--- config.mk ---
export PLATFORM = sky130hd
export DESIGN_NAME = roi_gray_mean_statistics_core
export DESIGN_NICKNAME = d
export VERILOG_FILES = /design/src/design/rgms_pkg.sv /design/src/design/roi_gray_mean_statistics_core.sv /design/src/design/rgms_div.sv
export SDC_FILE = /design/constraint.sdc
export NUM_CORES = 1
export LEC_CHECK = 0
export ABC_CLOCK_PERIOD_IN_PS = 11700
export BUFFER_PORTS_ARGS = -buffer_cell sky130_fd_sc_hd__buf_2
export CORE_UTILIZATION = 30
export DETAILED_ROUTE_END_ITERATION = 10
export GPL_TIMING_DRIVEN = 0
export PLACE_DENSITY = 0.48
export SYNTH_ARGS = -nofsm -noshare
export SYNTH_HDL_FRONTEND = slang
export SYNTH_SLANG_ARGS = --single-unit
--- constraint.sdc ---
create_clock -name clock -period 11.7 [get_ports clock]
set_clock_uncertainty 0.2 [all_clocks]
set_input_delay 2.925 -clock clock [delete_from_list [all_inputs] [get_ports clock]]
set_output_delay 2.925 -clock clock [all_outputs]
set_load 0.01 [all_outputs]
--- src/design/rgms_pkg.sv ---
// ----------------------------------------------------------------------------
// rgms_pkg
// types and fixed constants of the roi gray mean statistics block
// ----------------------------------------------------------------------------
package rgms_pkg;

   localparam int NUM_WIN    = 3;
   localparam int WIN_IDX_W  = 2;
   localparam int ORIGIN_W   = 13;
   localparam int SIZE_W     = 8;
   localparam int CSR_IDX_W  = 3;
   localparam int CSR_DATA_W = 13;
   localparam int CHAN_W     = 8;
   localparam int GRAY_W     = 8;
   localparam int SUM_W      = 24;
   localparam int COUNT_W    = 16;
   localparam int MEAN_W     = 16;
   localparam int FRAC_W     = 8;

   // bt.601 weights, 14-bit fixed point
   localparam int COEF_W     = 14;
   localparam int PROD_W     = CHAN_W + COEF_W;
   localparam int ACC_W      = PROD_W + 1;
   localparam int GRAY_SHIFT = 14;
   localparam logic [ACC_W-1:0]  GRAY_ROUND = ACC_W'(8192);
   localparam logic [COEF_W-1:0] COEF_BLUE  = COEF_W'(1868);
   localparam logic [COEF_W-1:0] COEF_GREEN = COEF_W'(9617);
   localparam logic [COEF_W-1:0] COEF_RED   = COEF_W'(4899);

   // register indexes
   localparam logic [CSR_IDX_W-1:0] CSR_WINDOW_WIDTH    = 3'd0;
   localparam logic [CSR_IDX_W-1:0] CSR_WINDOW_HEIGHT   = 3'd1;
   localparam logic [CSR_IDX_W-1:0] CSR_FIRST_ORIGIN_X  = 3'd2;
   localparam logic [CSR_IDX_W-1:0] CSR_FIRST_ORIGIN_Y  = 3'd3;
   localparam logic [CSR_IDX_W-1:0] CSR_SECOND_ORIGIN_X = 3'd4;
   localparam logic [CSR_IDX_W-1:0] CSR_SECOND_ORIGIN_Y = 3'd5;
   localparam logic [CSR_IDX_W-1:0] CSR_THIRD_ORIGIN_X  = 3'd6;
   localparam logic [CSR_IDX_W-1:0] CSR_THIRD_ORIGIN_Y  = 3'd7;

   // register reset values
   localparam logic [SIZE_W-1:0]          WIDTH_RESET  = SIZE_W'(40);
   localparam logic [SIZE_W-1:0]          HEIGHT_RESET = SIZE_W'(40);
   localparam logic signed [ORIGIN_W-1:0] ORG_X0_RESET = ORIGIN_W'(100);
   localparam logic signed [ORIGIN_W-1:0] ORG_Y0_RESET = ORIGIN_W'(80);
   localparam logic signed [ORIGIN_W-1:0] ORG_X1_RESET = ORIGIN_W'(160);
   localparam logic signed [ORIGIN_W-1:0] ORG_Y1_RESET = ORIGIN_W'(120);
   localparam logic signed [ORIGIN_W-1:0] ORG_X2_RESET = ORIGIN_W'(200);
   localparam logic signed [ORIGIN_W-1:0] ORG_Y2_RESET = ORIGIN_W'(160);

   localparam logic [WIN_IDX_W-1:0] LAST_WIN = WIN_IDX_W'(NUM_WIN - 1);

   typedef struct packed {
      logic               start;
      logic [SUM_W-1:0]   sum;
      logic [COUNT_W-1:0] divisor;
   } div_req_type;

   typedef struct packed {
      logic              done;
      logic [MEAN_W-1:0] quotient;
   } div_rsp_type;

endpackage

--- src/design/roi_gray_mean_statistics_core.sv ---
// No pixel item is taken before the last is through: after acceptance a single
// 8x14 multiplier builds the gray value in four accumulate steps, then one
// shared set of window compares and one adder visit the three windows in
// three steps, and req_ready returns. The item that carries frame_end first
// produces three result items, one per window in order; each valid window
// runs through the restoring divider, an invalid one skips it, and a result
// waits only for the rsp register to be free. The next frame's first pixel
// is taken as soon as the third result is loaded, while it still waits to
// be taken. Configuration writes are accepted in every cycle and must only
// be made while the block is idle.
// ----------------------------------------------------------------------------
// roi_gray_mean_statistics_core
// per-frame mean gray of three rectangular windows over a bgra pixel stream
// ----------------------------------------------------------------------------
module roi_gray_mean_statistics_core #(
   parameter int MAX_IMAGE_SIDE  = 4096,
   parameter int MAX_WINDOW_SIDE = 255
) (
   input  logic                               clock,
   input  logic                               reset,
   input  logic                               req_valid,
   output logic                               req_ready,
   input  logic [rgms_pkg::CHAN_W-1:0]        req_blue,
   input  logic [rgms_pkg::CHAN_W-1:0]        req_green,
   input  logic [rgms_pkg::CHAN_W-1:0]        req_red,
   input  logic [rgms_pkg::CHAN_W-1:0]        req_alpha,
   input  logic                               req_line_end,
   input  logic                               req_frame_end,
   output logic                               rsp_valid,
   input  logic                               rsp_ready,
   output logic [rgms_pkg::WIN_IDX_W-1:0]     rsp_window_index,
   output logic [rgms_pkg::MEAN_W-1:0]        rsp_mean_gray,
   output logic                               rsp_window_valid,
   output logic                               rsp_last_window,
   input  logic                               csr_valid,
   output logic                               csr_ready,
   input  logic [rgms_pkg::CSR_IDX_W-1:0]     csr_index,
   input  logic [rgms_pkg::CSR_DATA_W-1:0]    csr_wdata
);

   localparam int CNT_W  = $clog2(MAX_IMAGE_SIDE + 1);
   localparam int SIDE_W = $clog2(MAX_WINDOW_SIDE + 1);
   localparam int AREA_W = 2 * SIDE_W;
   localparam int CMP_W  = ((CNT_W > rgms_pkg::ORIGIN_W) ? CNT_W : rgms_pkg::ORIGIN_W) + 2;
   localparam int AC_W   = (AREA_W > rgms_pkg::COUNT_W) ? AREA_W : rgms_pkg::COUNT_W;
   localparam logic [CNT_W-1:0]  IMG_LIMIT = CNT_W'(MAX_IMAGE_SIDE);
   localparam logic [SIDE_W-1:0] SIDE_MAX  = SIDE_W'(MAX_WINDOW_SIDE);

   typedef enum logic [5:0] {
      ST_IDLE   = 6'b000001,
      ST_GRAY   = 6'b000010,
      ST_WIN    = 6'b000100,
      ST_LAUNCH = 6'b001000,
      ST_DIV    = 6'b010000,
      ST_EMIT   = 6'b100000
   } state_type;

   // configuration
   logic [rgms_pkg::SIZE_W-1:0]          width_ff;
   logic [rgms_pkg::SIZE_W-1:0]          height_ff;
   logic signed [rgms_pkg::ORIGIN_W-1:0] org_x_ff [rgms_pkg::NUM_WIN];
   logic signed [rgms_pkg::ORIGIN_W-1:0] org_y_ff [rgms_pkg::NUM_WIN];

   // sequencer and item registers
   state_type                     state_ff, state_in;
   logic [rgms_pkg::WIN_IDX_W-1:0] idx_ff, idx_in;
   logic [CNT_W-1:0]              col_ff, col_in;
   logic [CNT_W-1:0]              row_ff, row_in;
   logic [CNT_W-1:0]              pix_col_ff, pix_col_in;
   logic [CNT_W-1:0]              pix_row_ff, pix_row_in;
   logic                          pix_in_img_ff, pix_in_img_in;
   logic                          pix_frame_end_ff, pix_frame_end_in;
   logic [rgms_pkg::CHAN_W-1:0]   pix_b_ff, pix_b_in;
   logic [rgms_pkg::CHAN_W-1:0]   pix_g_ff, pix_g_in;
   logic [rgms_pkg::CHAN_W-1:0]   pix_r_ff, pix_r_in;
   logic [rgms_pkg::PROD_W-1:0]   prod_ff, prod_in;
   logic [rgms_pkg::ACC_W-1:0]    acc_ff, acc_in;
   logic [AREA_W-1:0]             area_ff;
   logic                          res_ok_ff, res_ok_in;
   logic [rgms_pkg::MEAN_W-1:0]   mean_ff, mean_in;

   // window accumulators
   logic [rgms_pkg::SUM_W-1:0]    sums_ff   [rgms_pkg::NUM_WIN];
   logic [rgms_pkg::COUNT_W-1:0]  counts_ff [rgms_pkg::NUM_WIN];
   logic                          win_add;
   logic                          win_clr;

   // result register
   logic                          rsp_valid_ff, rsp_valid_in;
   logic [rgms_pkg::WIN_IDX_W-1:0] rsp_idx_ff, rsp_idx_in;
   logic [rgms_pkg::MEAN_W-1:0]   rsp_mean_ff, rsp_mean_in;
   logic                          rsp_ok_ff, rsp_ok_in;
   logic                          rsp_load;

   // shared unit operands
   logic [SIDE_W-1:0]             win_w;
   logic [SIDE_W-1:0]             win_h;
   logic signed [CMP_W-1:0]       col_s, row_s, ox_s, oy_s, ww_s, wh_s;
   logic                          hit;
   logic [rgms_pkg::CHAN_W-1:0]   mul_chan;
   logic [rgms_pkg::COEF_W-1:0]   mul_coef;
   logic [rgms_pkg::GRAY_W-1:0]   gray;
   logic                          count_match;

   rgms_pkg::div_req_type         div_req;
   rgms_pkg::div_rsp_type         div_rsp;

   // -------------------------------------------------------------------------
   // configuration registers
   // -------------------------------------------------------------------------
   assign csr_ready = 1'b1;

   always_ff @(posedge clock) begin
      if (reset) begin
         width_ff    <= rgms_pkg::WIDTH_RESET;
         height_ff   <= rgms_pkg::HEIGHT_RESET;
         org_x_ff[0] <= rgms_pkg::ORG_X0_RESET;
         org_y_ff[0] <= rgms_pkg::ORG_Y0_RESET;
         org_x_ff[1] <= rgms_pkg::ORG_X1_RESET;
         org_y_ff[1] <= rgms_pkg::ORG_Y1_RESET;
         org_x_ff[2] <= rgms_pkg::ORG_X2_RESET;
         org_y_ff[2] <= rgms_pkg::ORG_Y2_RESET;
      end else if (csr_valid) begin
         case (csr_index)
            rgms_pkg::CSR_WINDOW_WIDTH:    width_ff    <= csr_wdata[rgms_pkg::SIZE_W-1:0];
            rgms_pkg::CSR_WINDOW_HEIGHT:   height_ff   <= csr_wdata[rgms_pkg::SIZE_W-1:0];
            rgms_pkg::CSR_FIRST_ORIGIN_X:  org_x_ff[0] <= csr_wdata;
            rgms_pkg::CSR_FIRST_ORIGIN_Y:  org_y_ff[0] <= csr_wdata;
            rgms_pkg::CSR_SECOND_ORIGIN_X: org_x_ff[1] <= csr_wdata;
            rgms_pkg::CSR_SECOND_ORIGIN_Y: org_y_ff[1] <= csr_wdata;
            rgms_pkg::CSR_THIRD_ORIGIN_X:  org_x_ff[2] <= csr_wdata;
            rgms_pkg::CSR_THIRD_ORIGIN_Y:  org_y_ff[2] <= csr_wdata;
            default: begin
            end
         endcase
      end
   end

   assign win_w = (int'(width_ff) > MAX_WINDOW_SIDE) ? SIDE_MAX : SIDE_W'(width_ff);
   assign win_h = (int'(height_ff) > MAX_WINDOW_SIDE) ? SIDE_MAX : SIDE_W'(height_ff);

   always_ff @(posedge clock) begin
      area_ff <= AREA_W'(win_w) * AREA_W'(win_h);
   end

   // -------------------------------------------------------------------------
   // shared datapath
   // -------------------------------------------------------------------------
   always_comb begin
      case (idx_ff)
         2'd0: begin
            mul_chan = pix_b_ff;
            mul_coef = rgms_pkg::COEF_BLUE;
         end
         2'd1: begin
            mul_chan = pix_g_ff;
            mul_coef = rgms_pkg::COEF_GREEN;
         end
         2'd2: begin
            mul_chan = pix_r_ff;
            mul_coef = rgms_pkg::COEF_RED;
         end
         default: begin
            mul_chan = '0;
            mul_coef = '0;
         end
      endcase
   end

   assign gray = acc_ff[rgms_pkg::GRAY_SHIFT +: rgms_pkg::GRAY_W];

   // window test for the window under idx_ff
   assign col_s = $signed(CMP_W'(pix_col_ff));
   assign row_s = $signed(CMP_W'(pix_row_ff));
   assign ox_s  = CMP_W'(org_x_ff[idx_ff]);
   assign oy_s  = CMP_W'(org_y_ff[idx_ff]);
   assign ww_s  = $signed(CMP_W'(win_w));
   assign wh_s  = $signed(CMP_W'(win_h));
   assign hit   = pix_in_img_ff && (col_s >= ox_s) && (col_s < ox_s + ww_s) &&
                  (row_s >= oy_s) && (row_s < oy_s + wh_s);

   assign count_match = (area_ff != '0) &&
                        (AC_W'(counts_ff[idx_ff]) == AC_W'(area_ff));

   // -------------------------------------------------------------------------
   // sequencer
   // -------------------------------------------------------------------------
   assign req_ready = (state_ff == ST_IDLE);

   always_comb begin
      state_in         = state_ff;
      idx_in           = idx_ff;
      col_in           = col_ff;
      row_in           = row_ff;
      pix_col_in       = pix_col_ff;
      pix_row_in       = pix_row_ff;
      pix_in_img_in    = pix_in_img_ff;
      pix_frame_end_in = pix_frame_end_ff;
      pix_b_in         = pix_b_ff;
      pix_g_in         = pix_g_ff;
      pix_r_in         = pix_r_ff;
      prod_in          = prod_ff;
      acc_in           = acc_ff;
      res_ok_in        = res_ok_ff;
      mean_in          = mean_ff;
      win_add          = 1'b0;
      win_clr          = 1'b0;
      rsp_load         = 1'b0;
      div_req.start    = 1'b0;
      div_req.sum      = sums_ff[idx_ff];
      div_req.divisor  = rgms_pkg::COUNT_W'(area_ff);

      case (state_ff)
         ST_IDLE: begin
            if (req_valid) begin
               pix_b_in         = req_blue;
               pix_g_in         = req_green;
               pix_r_in         = req_red;
               pix_frame_end_in = req_frame_end;
               pix_col_in       = col_ff;
               pix_row_in       = row_ff;
               pix_in_img_in    = (col_ff < IMG_LIMIT) && (row_ff < IMG_LIMIT);
               if (req_frame_end) begin
                  col_in = '0;
                  row_in = '0;
               end else if (req_line_end) begin
                  col_in = '0;
                  if (row_ff < IMG_LIMIT) begin
                     row_in = row_ff + 1'b1;
                  end
               end else if (col_ff < IMG_LIMIT) begin
                  col_in = col_ff + 1'b1;
               end
               idx_in   = '0;
               state_in = ST_GRAY;
            end
         end
         ST_GRAY: begin
            // product of this step is added one step later
            prod_in = rgms_pkg::PROD_W'(mul_chan) * rgms_pkg::PROD_W'(mul_coef);
            if (idx_ff == '0) begin
               acc_in = rgms_pkg::GRAY_ROUND;
            end else begin
               acc_in = acc_ff + rgms_pkg::ACC_W'(prod_ff);
            end
            if (idx_ff == 2'd3) begin
               idx_in   = '0;
               state_in = ST_WIN;
            end else begin
               idx_in = idx_ff + 1'b1;
            end
         end
         ST_WIN: begin
            win_add = hit;
            if (idx_ff == rgms_pkg::LAST_WIN) begin
               idx_in   = '0;
               state_in = pix_frame_end_ff ? ST_LAUNCH : ST_IDLE;
            end else begin
               idx_in = idx_ff + 1'b1;
            end
         end
         ST_LAUNCH: begin
            res_ok_in = count_match;
            if (count_match) begin
               div_req.start = 1'b1;
               state_in      = ST_DIV;
            end else begin
               mean_in  = '0;
               state_in = ST_EMIT;
            end
         end
         ST_DIV: begin
            if (div_rsp.done) begin
               mean_in  = div_rsp.quotient;
               state_in = ST_EMIT;
            end
         end
         ST_EMIT: begin
            if (!rsp_valid_ff || rsp_ready) begin
               rsp_load = 1'b1;
               win_clr  = 1'b1;
               if (idx_ff == rgms_pkg::LAST_WIN) begin
                  idx_in   = '0;
                  state_in = ST_IDLE;
               end else begin
                  idx_in   = idx_ff + 1'b1;
                  state_in = ST_LAUNCH;
               end
            end
         end
         default: begin
            state_in = ST_IDLE;
            idx_in   = '0;
         end
      endcase
   end

   always_ff @(posedge clock) begin
      if (reset) begin
         state_ff <= ST_IDLE;
         idx_ff   <= '0;
         col_ff   <= '0;
         row_ff   <= '0;
      end else begin
         state_ff <= state_in;
         idx_ff   <= idx_in;
         col_ff   <= col_in;
         row_ff   <= row_in;
      end
      pix_col_ff       <= pix_col_in;
      pix_row_ff       <= pix_row_in;
      pix_in_img_ff    <= pix_in_img_in;
      pix_frame_end_ff <= pix_frame_end_in;
      pix_b_ff         <= pix_b_in;
      pix_g_ff         <= pix_g_in;
      pix_r_ff         <= pix_r_in;
      prod_ff          <= prod_in;
      acc_ff           <= acc_in;
      res_ok_ff        <= res_ok_in;
      mean_ff          <= mean_in;
   end

   // accumulators wrap at their width
   always_ff @(posedge clock) begin
      if (reset) begin
         for (int i = 0; i < rgms_pkg::NUM_WIN; i++) begin
            sums_ff[i]   <= '0;
            counts_ff[i] <= '0;
         end
      end else if (win_clr) begin
         sums_ff[idx_ff]   <= '0;
         counts_ff[idx_ff] <= '0;
      end else if (win_add) begin
         sums_ff[idx_ff]   <= sums_ff[idx_ff] + rgms_pkg::SUM_W'(gray);
         counts_ff[idx_ff] <= counts_ff[idx_ff] + 1'b1;
      end
   end

   rgms_div u_div (
      .clock   (clock),
      .reset   (reset),
      .div_req (div_req),
      .div_rsp (div_rsp)
   );

   // -------------------------------------------------------------------------
   // result register
   // -------------------------------------------------------------------------
   always_comb begin
      rsp_valid_in = rsp_valid_ff && !rsp_ready;
      rsp_idx_in   = rsp_idx_ff;
      rsp_mean_in  = rsp_mean_ff;
      rsp_ok_in    = rsp_ok_ff;
      if (rsp_load) begin
         rsp_valid_in = 1'b1;
         rsp_idx_in   = idx_ff;
         rsp_mean_in  = res_ok_ff ? mean_ff : '0;
         rsp_ok_in    = res_ok_ff;
      end
   end

   always_ff @(posedge clock) begin
      if (reset) begin
         rsp_valid_ff <= 1'b0;
      end else begin
         rsp_valid_ff <= rsp_valid_in;
      end
      rsp_idx_ff  <= rsp_idx_in;
      rsp_mean_ff <= rsp_mean_in;
      rsp_ok_ff   <= rsp_ok_in;
   end

   assign rsp_valid        = rsp_valid_ff;
   assign rsp_window_index = rsp_idx_ff;
   assign rsp_mean_gray    = rsp_mean_ff;
   assign rsp_window_valid = rsp_ok_ff;
   assign rsp_last_window  = (rsp_idx_ff == rgms_pkg::LAST_WIN);

endmodule

--- src/design/rgms_div.sv ---
// ----------------------------------------------------------------------------
// rgms_div
// restoring divider, one quotient bit per cycle: floor(sum * 256 / divisor)
// ----------------------------------------------------------------------------
module rgms_div (
   input  logic                 clock,
   input  logic                 reset,
   input  rgms_pkg::div_req_type div_req,
   output rgms_pkg::div_rsp_type div_rsp
);

   localparam int STEP_W = $clog2(rgms_pkg::MEAN_W);
   localparam int REM_W  = rgms_pkg::COUNT_W;

   logic                          busy_ff, busy_in;
   logic                          done_ff, done_in;
   logic [STEP_W-1:0]             step_ff, step_in;
   logic [REM_W-1:0]              rem_ff, rem_in;
   logic [rgms_pkg::MEAN_W-1:0]   low_ff, low_in;
   logic [REM_W-1:0]              dvsr_ff, dvsr_in;
   logic [rgms_pkg::MEAN_W-1:0]   quo_ff, quo_in;
   logic [REM_W:0]                trial;
   logic [REM_W:0]                diff;
   logic                          fits;

   // the result is known to fit in 16 bits, so the top bits start as remainder
   assign trial = {rem_ff, low_ff[rgms_pkg::MEAN_W-1]};
   assign diff  = trial - {1'b0, dvsr_ff};
   assign fits  = trial >= {1'b0, dvsr_ff};

   always_comb begin
      busy_in = busy_ff;
      done_in = 1'b0;
      step_in = step_ff;
      rem_in  = rem_ff;
      low_in  = low_ff;
      dvsr_in = dvsr_ff;
      quo_in  = quo_ff;
      if (busy_ff) begin
         rem_in  = fits ? diff[REM_W-1:0] : trial[REM_W-1:0];
         low_in  = {low_ff[rgms_pkg::MEAN_W-2:0], 1'b0};
         quo_in  = {quo_ff[rgms_pkg::MEAN_W-2:0], fits};
         step_in = step_ff - 1'b1;
         if (step_ff == '0) begin
            busy_in = 1'b0;
            done_in = 1'b1;
         end
      end else if (div_req.start) begin
         busy_in = 1'b1;
         step_in = STEP_W'(rgms_pkg::MEAN_W - 1);
         rem_in  = div_req.sum[rgms_pkg::SUM_W-1:rgms_pkg::FRAC_W];
         low_in  = {div_req.sum[rgms_pkg::FRAC_W-1:0], rgms_pkg::FRAC_W'(0)};
         dvsr_in = div_req.divisor;
         quo_in  = '0;
      end
   end

   always_ff @(posedge clock) begin
      if (reset) begin
         busy_ff <= 1'b0;
         done_ff <= 1'b0;
         step_ff <= '0;
      end else begin
         busy_ff <= busy_in;
         done_ff <= done_in;
         step_ff <= step_in;
      end
      rem_ff  <= rem_in;
      low_ff  <= low_in;
      dvsr_ff <= dvsr_in;
      quo_ff  <= quo_in;
   end

   assign div_rsp.done     = done_ff;
   assign div_rsp.quotient = quo_ff;

endmodule

## Yosys cells after proc, flatten, opt, wreduce, memory -nomap -nowiden

Memories as Yosys holds them, arrays and structs flattened. A register that Yosys moved wholly into a read port is not among the register bits.
Index checks and enable logic that the tools add are counted.

- Bits of input ports: 55
- Register bits: 262
- Memory bits (writable): 198
- Logic and storage cells: 218
- Memories: 4
- Output and inout port bits: 23

- $add $sub $neg: 10
- Multiply operators: 2
- Equality and inequality tests: 24
- Muxes and demuxes: 99
- Magnitude comparators: 7
- Reduce and logical (&&, ||, !) cells: 32
- Bitwise operators: 10

Memory list:

| name | words | bits a word | rd ports | clocked after memory_dff | write ports | line | RTL |
|---|---|---|---|---|---|---|---|
| sums_ff | 3 | 24 | 1 | 1 | 3 | roi_gray_mean_statistics_core.sv:83 | `logic [rgms_pkg::SUM_W-1:0] sums_ff [rgms_pkg::NUM_WIN];` |
| counts_ff | 3 | 16 | 1 | 1 | 3 | roi_gray_mean_statistics_core.sv:84 | `logic [rgms_pkg::COUNT_W-1:0] counts_ff [rgms_pkg::NUM_WIN];` |
| org_x_ff | 3 | 13 | 1 | 1 | 3 | roi_gray_mean_statistics_core.sv:61 | `logic signed [rgms_pkg::ORIGIN_W-1:0] org_x_ff [rgms_pkg::NUM_WIN];` |
| org_y_ff | 3 | 13 | 1 | 1 | 3 | roi_gray_mean_statistics_core.sv:62 | `logic signed [rgms_pkg::ORIGIN_W-1:0] org_y_ff [rgms_pkg::NUM_WIN];` |

Operators by type and width:

| operator | count |
|---|---|
| $mux 16 | 11 |
| $mux 13 | 12 |
| $mux 24 | 2 |
| $mux 1 | 45 |
| $pmux 14 s3 | 1 |
| $mux 6 | 6 |
| $pmux 6 s6 | 1 |
| $pmux 16 s2 | 1 |
| $add 13x9->14 | 2 |
| $ge 14x13->1 | 2 |
| $lt 14x14->1 | 2 |
| $mux 2 | 14 |
| $add 13x1->13 const B | 2 |
| $lt 13x13->1 const B | 2 |
| $add 24x8->24 | 1 |
| $pmux 8 s3 | 1 |
| $reduce_or 24->1 | 1 |
| $add 23x22->23 | 1 |
| $mul 8x14->22 | 1 |
| $ge 17x16->1 | 1 |
| $add 16x1->16 const B | 1 |
| $eq 16x16->1 | 1 |
| $mul 8x8->16 | 1 |
| $mux 4 | 4 |
| other kinds (34) | 68 |

## Longest topological paths before layout

Gate-level depths: netlist (run 1).

- Word-level depth: 13
- Gate-level depth with buffers: 29
- Depth with buffers taken out: 23

## Modules after synthesis

A second synthesis (run 1) with hierarchy kept.

- Cells, all modules: 2554
- Area total of the unflattened synthesis: 29647.2 um2

By module, submodules not included:

| module | area an instance (um2) | seq. area each (um2) | cells an instance | instances |
|---|---|---|---|---|
| roi_gray_mean_statistics_core | 26198.9 | 12492.0 | 2254 | 1 |
| rgms_div | 3448.3 | 1801.7 | 300 | 1 |

## Least setup slack after synthesis (run 1)

No wires, ideal clock.

- Path type: reg2reg
- Start: reg with a tool-made name
- End: mem counts_ff[3][0] (netlist bit), enable pin
- Setup time: 0.498 ns
- Clock period less this slack: 8.802 ns
- Required time: 11.002 ns
- Cell stages (with the launch flop): 29
- Arrival: 8.104 ns
- Path buffers: 6
- Slack: 2.898 ns
- Path through: dfxtp_1 > buf_2 > buf_4 > buf_6 > buf_4 > buf_2 > buf_2 > mux2i_1 > o21ai_0 > ha_1 > inv_1 > fa_1 > nor2b_1 > o21ai_0 > a21oi_1 > o21a_1 > nor2_1 > o21ai_0 > nand2_1 > xnor2_1 > ha_1 > a211oi_1 > o21ai_0 > a21oi_1 > o21ai_0 > a311o_1 > a2111oi_4 > nand2_1 > a21boi_0

RTL lines:

| what | line |
|---|---|
| end, declared | roi_gray_mean_statistics_core.sv:84 |

==> summary.md, run 1 <==
| Metric | Value |
|---|---|
| Status | `finished clean` |
| F_max | `0.111 GHz` |
| Hold Crit Class | `register to register` |
| Asr flop ratio synth | `0` |
| Post-synth top cells | `426 x edfxtp_1, 314 x nor2_1, 223 x inv_1` |
| DRC Markers | `0` |
| Hold-fix buffers, CTS | `0` |
| Top-count cell post-synth | `edfxtp_1` |
| Reported max-cap violation count | `0` |
| Slowest-stage cell, CP | `o21ai_4` |
| Worst slew pin tran | `1240 ps` |
| Max layer used | `met4` |
| CTS tree | `yes` |
| Worst Path Buf+Inv | `7` |
| Global-route wire length before repair | `114000 um` |
| CP Capture Point | `sums_ff[2][11]` |
| WP depth | `28` |
| Fin nets | `3034` |
| Critical Path Sink Type | `register` |
| Final min period | `8980 ps` |
| Clock Path Buffers | `3` |
| Clk root buf | `clkbuf_16` |
| Ports | `78` |
| Worst R2R Setup Slack | `2720 ps` |
| Vias in the first global route | `19.7k` |
| Hold Violations, Final | `0` |
| Final WL | `73600 um` |
| H-Tree Depth | `2` |
| EDFF count, synth | `426` |
| CP max stage delay | `800 ps` |
| CP startpoint kind | `register` |
| Synth Net Count | `2896` |
| Final cycle utilization of the critical path | `0.767` |
| Setup CP Type | `register to register` |
| Hpwl dp | `55300 um` |
| Initial DRT Pass Iterations | `5` |
| Most common cell on crit path | `o21ai_0` |
| Initial core utilization | `0.304` |
| DIE HEIGHT | `313 um` |
| Share of cells above drive strength 1 | `0.104` |
| IO buf count | `67` |
| GRT Util Overall | `0.150` |
| Main synth FF type | `edfxtp_1` |
| Hold_ws | `269 ps` |
| Post-CTS sizing | `0` |
| Row count | `113` |
| Synth area leaders | `edfxtp_1 44%, ha_1 8.9%, fa_1 7.1%` |
| Top delay family on crit path | `compound AO/OA/AOI/OAI gates` |
| Non-Filler Instances | `3987` |
| Slew Limit Headroom | `0.171` |
| Clock transition at path regs | `60 ps` |
| Wire per inst | `18.5 um` |
| Routed met3 length | `2740 um` |
| Crit path DAT | `9080 ps` |
| Seq cells post-synth | `501` |
| RD Place Congestion | `0.857` |
| Mapped Cells | `2532` |
| Leak Pwr | `13.2 nW` |
| Iter 0 DRT Violations | `1226` |
| Power consumption | `0.00610 W` |
| R2r endpoint | `sums_ff[2][11]` |
| Largest net degree at the start of global routing | `42` |
| Die W | `313 um` |
| Synth area leader | `edfxtp_1` |
| Vias per std cell | `4.80` |
| Power per Cell Area | `184 nW/um2` |
| # clock sinks | `501` |
| Max-slew violation count | `0` |
| Dpl cells | `3874` |
| Number of post-CTS setup repair buffers | `0` |
| Total grt overflow | `0` |
| Antenna-violating nets left | `0` |
| # setup viols final | `0` |
| Core ar. | `95300 um2` |
| Post-Route M1 WL | `34600 um` |
| Synth top area share | `0.442` |
| WP data required | `11810 ps` |
| Die area | `97800 um2` |
| Register area share after synthesis | `0.494` |
| Initial antenna violation count | `1` |
| Unrepaired setup endpoints after global routing | `no` |
| Synth unique cells | `73` |
| CP max FO | `21` |
| Clk_lat worst skew | `630 ps` |
| FILL cells | `9552` |
| Avg Inst Size Synth | `11.4 um2` |
| CTS Buf Count | `59` |
| Post-synthesis cell area | `29000 um2` |
| Vias | `19.1k` |
| P&R area growth vs syn | `14.6%` |
| Met2 routed WL | `34500 um` |
| Total of warnings raised by yosys | `0` |
| Reg2Reg Depth | `28` |
| Max VDD drop | `126 uV` |
==> stage by stage <==
step           instance area, um2  setup TNS [ps]  utilization  worst slack, ps
5_1_grt                     33200               0        0.348             2150
2_1_floorplan               29000               0            -             2900
3_5_place_dp                31200               0        0.327             2680
3_3_place_gp                30900         -320870        0.324            -2190
4_1_cts                     33200               0        0.348             2630
6_report                    33200               0        0.348             2720
==> registers in the layout (all words and copies together) (netlist names), 8 cells and up, named ones only <==
| name | flops |
|---|---|
| height_ff | 8 |
| u_div.low_ff | 8 |
| pix_r_ff | 8 |
| sums_ff | 96 |
| org_y_ff | 39 |
| mean_ff | 16 |
| acc_ff | 22 |
| prod_ff | 22 |
| pix_col_ff | 13 |
| u_div.dvsr_ff | 16 |
| u_div.quo_ff | 16 |
| counts_ff | 64 |
| col_ff | 13 |
| pix_row_ff | 13 |
| area_ff | 16 |
| org_x_ff | 39 |
| pix_g_ff | 8 |
| width_ff | 8 |
| rsp_mean_gray | 16 |
| pix_b_ff | 8 |
| u_div.rem_ff | 16 |
| row_ff | 13 |
==> worst min path at each step <==
stage                startpoint                end  depth (start not counted)
finish                col_ff[8]      pix_col_ff[8]                          0
CTS                   col_ff[8]      pix_col_ff[8]                          0
detailed placement    col_ff[8]      pix_col_ff[8]                          0
global placement      col_ff[8]      pix_col_ff[8]                          0
global route          col_ff[8]      pix_col_ff[8]                          0
floorplan           area_ff[15]  u_div.dvsr_ff[15]                          0
==> report_power, final <==
part	total (W)	leakage, nW	switching [W]	internal, W
clock network	0.00188	0.978	0.000754	0.00113
logic	0.00208	7.47	0.00120	0.000878
registers	0.00214	4.73	0.0000399	0.00210
total	0.00610	13.2	0.00200	0.00411
==> worst register-to-register path, delay by kind of cell (launching register included) <==
kind | cells | cell delay, ps
AOI/OAI and AO/OA | 13 | 3870
xor gates and xnor gates | 1 | 170
adders and majority gates | 3 | 860
buffers and inverters | 7 | 2790
DFF | 1 | 320
and+or+nand+nor | 4 | 420
==> cell families after synthesis <==
kind of cell	Yosys count	synth area share
flip-flops	501	0.494
other	1	0.000129
AO/OA/AOI/OAI	338	0.0755
XOR/XNOR	142	0.0429
adder cells (fa/ha/maj)	309	0.160
buffers and inverters	307	0.0420
AND/OR/NAND/NOR	847	0.138
multiplexers	87	0.0477
==> final cells by class <==
type                    count  area (um2)  share of cell area
well taps                1265        1580              0.0477
inverters                 225         845              0.0254
plain buffers              82         374              0.0113
repair buffers             77         537              0.0162
flip-flops and latches    501       14300               0.431
diodes                      2        5.00            0.000151
clock buffers              78        1660              0.0500
clock inverters            33         358              0.0108
multi-input cells        1724       13500               0.408
==> routing by layer <==
| metal | vias up | global-route usage |
|---|---|---|
| met5 | - | 0 |
| met4 | 0 | 0.0399 |
| met3 | 98 | 0.0187 |
| met2 | 363 | 0.250 |
| met1 | 9485 | 0.204 |
| li1 | 9195 | - |
==> cells in the final DEF, fill, tap and decap left out, types with 26 or more instances in the layout <==
cell	n
buf_2	92
xor2_1	63
clkbuf_16	60
o21a_1	27
nor2_1	313
clkbuf_1	55
xnor2_1	79
a21o_1	32
mux2i_1	39
dfxtp_1	75
edfxtp_1	426
nand2_1	183
o21ai_0	56
nor3_1	40
or3_1	26
fa_1	102
nand3_1	49
inv_1	222
and2_1	119
mux4_2	40
a21oi_1	108
ha_1	207
(Power assumes the default switching activity.)
==> run 2: changes to the inputs <==
Settings changed: ABC_CLOCK_PERIOD_IN_PS 11700 to 8300.
Clock period 11.7 ns to 8.3 ns, I/O delays scaled along.
==> summary.md, run 2 (same netlist as run 1, synthesis figures left out) <==
| Metric | Value |
|---|---|
| GRT Util Overall | `0.152` |
| Crit path DAT | `8080 ps` |
| CP max FO | `10` |
| Worst Path Buf+Inv | `7` |
| Cell Area, Placed | `31200 um2` |
| Final WL | `74000 um` |
| Worst slew pin tran | `1310 ps` |
| Largest net degree at the start of global routing | `42` |
| Commonest non-fill, non-tap cells in the layout | `426 x edfxtp_1, 313 x nor2_1, 222 x inv_1` |
| Clk root buf | `clkbuf_16` |
| CP startpoint kind | `register` |
| Non-Filler Instances | `3986` |
| # setup viols final | `0` |
| Power per Cell Area | `257 nW/um2` |
| Critical Path Sink Type | `register` |
| Initial core utilization | `0.304` |
| DIE HEIGHT | `313 um` |
| N_diodes | `0` |
| Final cycle utilization of the critical path | `0.948` |
| Global-route wire length before repair | `114000 um` |
| # clock sinks | `501` |
| CTS tree | `yes` |
| Initial antenna violation count | `1` |
| Slowest-stage cell, CP | `clkbuf_1` |
| F_max | `0.127 GHz` |
| Core Util, Final | `0.348` |
| Max VDD drop | `191 uV` |
| DRC Markers | `0` |
| Hold Crit Class | `register to register` |
| Wire per inst | `18.6 um` |
| Top delay family on crit path | `adder cells` |
| Antenna-violating nets left | `0` |
| Critical path, cell by cell | `inv_1 -> ha_1 -> clkbuf_1 -> clkbuf_1 -> clkbuf_1 -> nand2_1 -> inv_1 -> fa_1 -> fa_1 -> fa_1 -> inv_1 -> fa_1 -> inv_1 -> ha_1 -> a21o_1 -> or3_1 -> o211ai_1 -> a41oi_1 -> o41ai_1 -> o21bai_1 -> a21oi_1 -> xnor2_1` |
| IO buf count | `67` |
| CTS Buf Count | `59` |
| Biggest regs | `sums_ff (96), counts_ff (64)` |
| Clock Path Buffers | `3` |
| Setup CP Type | `register to register` |
| CP max stage delay | `620 ps` |
| Hpwl dp | `55700 um` |
| Die W | `313 um` |
| Row count | `113` |
| Worst R2R Setup Slack | `440 ps` |
| RD Place Congestion | `0.835` |
| Slew Limit Headroom | `0.118` |
| Unrepaired setup endpoints after global routing | `no` |
| Post-route cell area | `33200 um2` |
| Top reg by flops | `sums_ff` |
| WP data required | `8520 ps` |
| Max FFs per register | `96` |
| Max-slew violation count | `0` |
| FILL cells | `9535` |
| Initial DRT Pass Iterations | `5` |
| Total grt overflow | `0` |
| Hold Violations, Final | `0` |
| Final min period | `7860 ps` |
| Dpl cells | `3875` |
| H-Tree Depth | `2` |
| Hold-fix buffers, CTS | `0` |
| Vias | `19.1k` |
| Hold_ws | `280 ps` |
| Vias in the first global route | `19.6k` |
| Die area | `97800 um2` |
| Reported max-cap violation count | `0` |
| Core ar. | `95300 um2` |
| Ports | `78` |
| Iter 0 DRT Violations | `1201` |
| Vias per std cell | `4.80` |
| Leak Pwr | `13.2 nW` |
| Share of cells above drive strength 1 | `0.103` |
| Status | `finished clean` |
| Fin nets | `3036` |
| Clock transition at path regs | `60 ps` |
| P&R area growth vs syn | `14.6%` |
| Clk_lat worst skew | `670 ps` |
| Power consumption | `0.00854 W` |
| Commonest non-fill, non-tap cell in the layout | `edfxtp_1` |
[run 2: cell types whose count changed in the layout (fill, tap and decap cells not counted), sizes merged]
cell and delta:
buf +1, clkbuf -3, clkinv +3, inv +3, bufinv -1, clkinvlp -2
diode -2
[run 2: where the power goes]
| group | total [W] | switching [W] | internal (W) |
|---|---|---|---|
| clock | 0.00258 | 0.00109 | 0.00149 |
| sequential | 0.00301 | 0.0000566 | 0.00296 |
| combinational | 0.00294 | 0.00169 | 0.00125 |
[run 2: area by class of cell]
type,count,area (um2),share of cell area
Sequential cell,501,14300,0.431
Multi-Input combinational cell,1724,13500,0.408
Tap cell,1265,1580,0.0477
Clock buffer,74,1550,0.0468
Inverter,225,845,0.0255
Timing Repair Buffer,82,607,0.0183
Clock inverter,36,382,0.0115
Buffer,79,367,0.0111
[run 2: worst register-to-register path, cell delays in order (launching register included)]
cell and delay [ps]:
dfxtp_1 370, inv_1 140, ha_1 280, clkbuf_1 620, clkbuf_1 600, clkbuf_1 590, nand2_1 350, inv_1 170
fa_1 420, fa_1 400, fa_1 520, inv_1 60, fa_1 580, inv_1 60, ha_1 360, a21o_1 230
or3_1 320, o211ai_1 260, a41oi_1 210, o41ai_1 470, o21bai_1 120, a21oi_1 190, xnor2_1 100
[run 2: routing by layer]
layer	part of all wire	routed length (um)	up-vias	GRT usage
li1	-	-	9200	-
met1	0.46	33700	9473	0.201
met2	0.48	35200	359	0.253
met3	0.040	2940	109	0.0253
met4	0.029	2160	0	0.0467
met5	0	0	-	0
[run 2: final timing paths]
path	from	endpoint	depth (start not counted)
worst max-delay path	idx_ff[0]	prod_ff[21]	22
worst min-delay path	col_ff[8]	pix_col_ff[8]	0
worst max register to register	idx_ff[0]	prod_ff[21]	22
worst min register to register	col_ff[8]	pix_col_ff[8]	0
[run 2: repair_timing]
item / in CTS / in global routing
gates resized for setup: 1 / 5
setup buffers: 2 / 2
pin swaps: 1 / 1
endpoints found under the setup margin: 161 / 88
gates cloned: 0 / 0
hold endpoints to repair: 0 / 0
[run 2: stage by stage]
stage                     TNS [ps]  setup WS [ps]
after floorplan             -53960           -450
after global placement     -805840          -5590
after detailed placement    -57780           -708
after CTS                        0            217
after global routing             0           4.02
final                            0            435
==> run 3: changes to the inputs <==
Settings changed: CAP_MARGIN set to 20, CTS_BUF_LIST set to sky130_fd_sc_hd__clkbuf_4, SETUP_SLACK_MARGIN set to 0.5.
==> summary.md, run 3 (same netlist as run 1, synthesis figures left out) <==
| Metric | Value |
|---|---|
| Initial core utilization | `0.304` |
| Setup slack after layout | `868 ps` |
| Initial DRT Pass Iterations | `5` |
| Die W | `313 um` |
| Final min period | `7430 ps` |
| Clock Path Buffers | `3` |
| Biggest regs | `sums_ff (96), counts_ff (64)` |
| Reported max-cap violation count | `0` |
| Ports | `78` |
| Setup CP Type | `register to register` |
| Vias | `19.7k` |
| CTS tree | `yes` |
| Largest net degree at the start of global routing | `42` |
| CP max FO | `10` |
| F_max | `0.135 GHz` |
| Final cycle utilization of the critical path | `0.895` |
| Leak Pwr | `13.4 nW` |
| IO buf count | `67` |
| Vias in the first global route | `20.6k` |
| DIE HEIGHT | `313 um` |
| Max VDD drop | `190 uV` |
| Max FFs per register | `96` |
| Hpwl dp | `55700 um` |
| DRC Markers | `0` |
| CP startpoint kind | `register` |
| WP data required | `8790 ps` |
| Worst R2R Setup Slack | `870 ps` |
| Share of cells above drive strength 1 | `0.154` |
| Commonest non-fill, non-tap cells in the layout | `426 x edfxtp_1, 313 x nor2_1, 222 x inv_1` |
| Die area | `97800 um2` |
| Worst Hold Depth | `0` |
| RD Place Congestion | `0.835` |
| Clk root buf | `clkbuf_4` |
| Total grt overflow | `0` |
| Fin nets | `3132` |
| Final WL | `75100 um` |
| Global-route wire length before repair | `116000 um` |
| CTS Buf Count | `141` |
| Top reg by flops | `sums_ff` |
| FILL cells | `9553` |
| Critical Path Sink Type | `register` |
| Slew Limit Headroom | `0.209` |
| Hold Violations, Final | `0` |
| # setup viols final | `0` |
| Max-slew violation count | `0` |
| P&R area growth vs syn | `14.9%` |
| Clk_lat worst skew | `1010 ps` |
| Vias per std cell | `4.76` |
| Crit path DAT | `7920 ps` |
| Clock transition at path regs | `70 ps` |
| Initial antenna violation count | `3` |
| GRT Util Overall | `0.155` |
| Reg2Reg Depth | `23` |
| Commonest non-fill, non-tap cell in the layout | `edfxtp_1` |
| H-Tree Depth | `4` |
| Iter 0 DRT Violations | `1201` |
| Hold Crit Class | `register to register` |
| Worst slew pin tran | `1190 ps` |
| Antenna-violating nets left | `0` |
| Power per Cell Area | `252 nW/um2` |
| Unrepaired setup endpoints after global routing | `no` |
| # clock sinks | `501` |
| Wire per inst | `18.1 um` |
| Core ar. | `95300 um2` |
| Status | `finished clean` |
| Row count | `113` |
| Core Util, Final | `0.349` |
| Place WS | `-684 ps` |
==> run 3: final timing paths <==
kind                            startpoint       endpoint
worst max-delay path             idx_ff[0]    prod_ff[21]
worst min register to register   row_ff[6]  pix_row_ff[6]
worst min-delay path             row_ff[6]  pix_row_ff[6]
worst max register to register   idx_ff[0]    prod_ff[21]
==> run 3: per-layer routing <==
layer,up-vias,global-route usage,wire length [um]
met4,0,0.0611,2170
met1,9604,0.198,33600
met5,-,0,0
met2,473,0.256,35700
met3,154,0.0329,3610
li1,9487,-,-
==> run 3: repair_timing <==
action                                  CTS  global route
pin swaps                                 4             2
resized for setup                         9            13
endpoints found under the setup margin  321           199
endpoints found under the hold margin     0             0
hold buffers                              0             0
setup buffers                            10             2
==> run 3: power by group <==
| group | switching, W | internal, W | leakage (nW) |
|---|---|---|---|
| Clock | 0.00109 | 0.00131 | 1.12 |
| Combinational | 0.00171 | 0.00125 | 7.60 |
| Sequential | 0.0000566 | 0.00296 | 4.73 |
| Total | 0.00286 | 0.00552 | 13.4 |
==> run 3: per-stage QoR <==
step | cell area (um2) | power (W) | cells | TNS [ps] | hold slack (ps)
floorplan | 29000 | 0.00530 | 2532 | -53960 | 223
finish | 33300 | 0.00838 | 4143 | 0 | 262
global placement | 30900 | 0.00598 | 3864 | -805840 | 257
global route | 33300 | 0.00900 | 4143 | 0 | 292
CTS | 33200 | 0.00847 | 4134 | 0 | 269
detailed placement | 31200 | 0.00602 | 3877 | -52110 | 264
==> run 3: cell type report <==
cell class              instances  area (um2)  area share
clock buffers                 208        1560      0.0469
well taps                    1265        1580      0.0476
clock inverters                39         318     0.00955
diodes                          6        15.0    0.000451
multi-input cells            1724       13600       0.408
flip-flops and latches        501       14300       0.430
inverters                     225         845      0.0254
plain buffers                  82         403      0.0121
repair buffers                 93         684      0.0206
==> run 3: critical path, stage by stage (launching register included) <==
cell	delay [ps]
dfxtp_1	420
inv_1	130
ha_1	210
clkbuf_1	320
a222oi_1	970
nor2_1	290
nand2_1	230
inv_1	110
ha_1	190
nand2b_1	160
fa_1	510
fa_1	550
inv_1	50
fa_1	570
inv_1	50
ha_1	370
a21o_1	240
or3_1	320
o211ai_1	270
a41oi_1	230
o41ai_2	340
o21bai_1	110
a21oi_1	180
xnor2_1	100
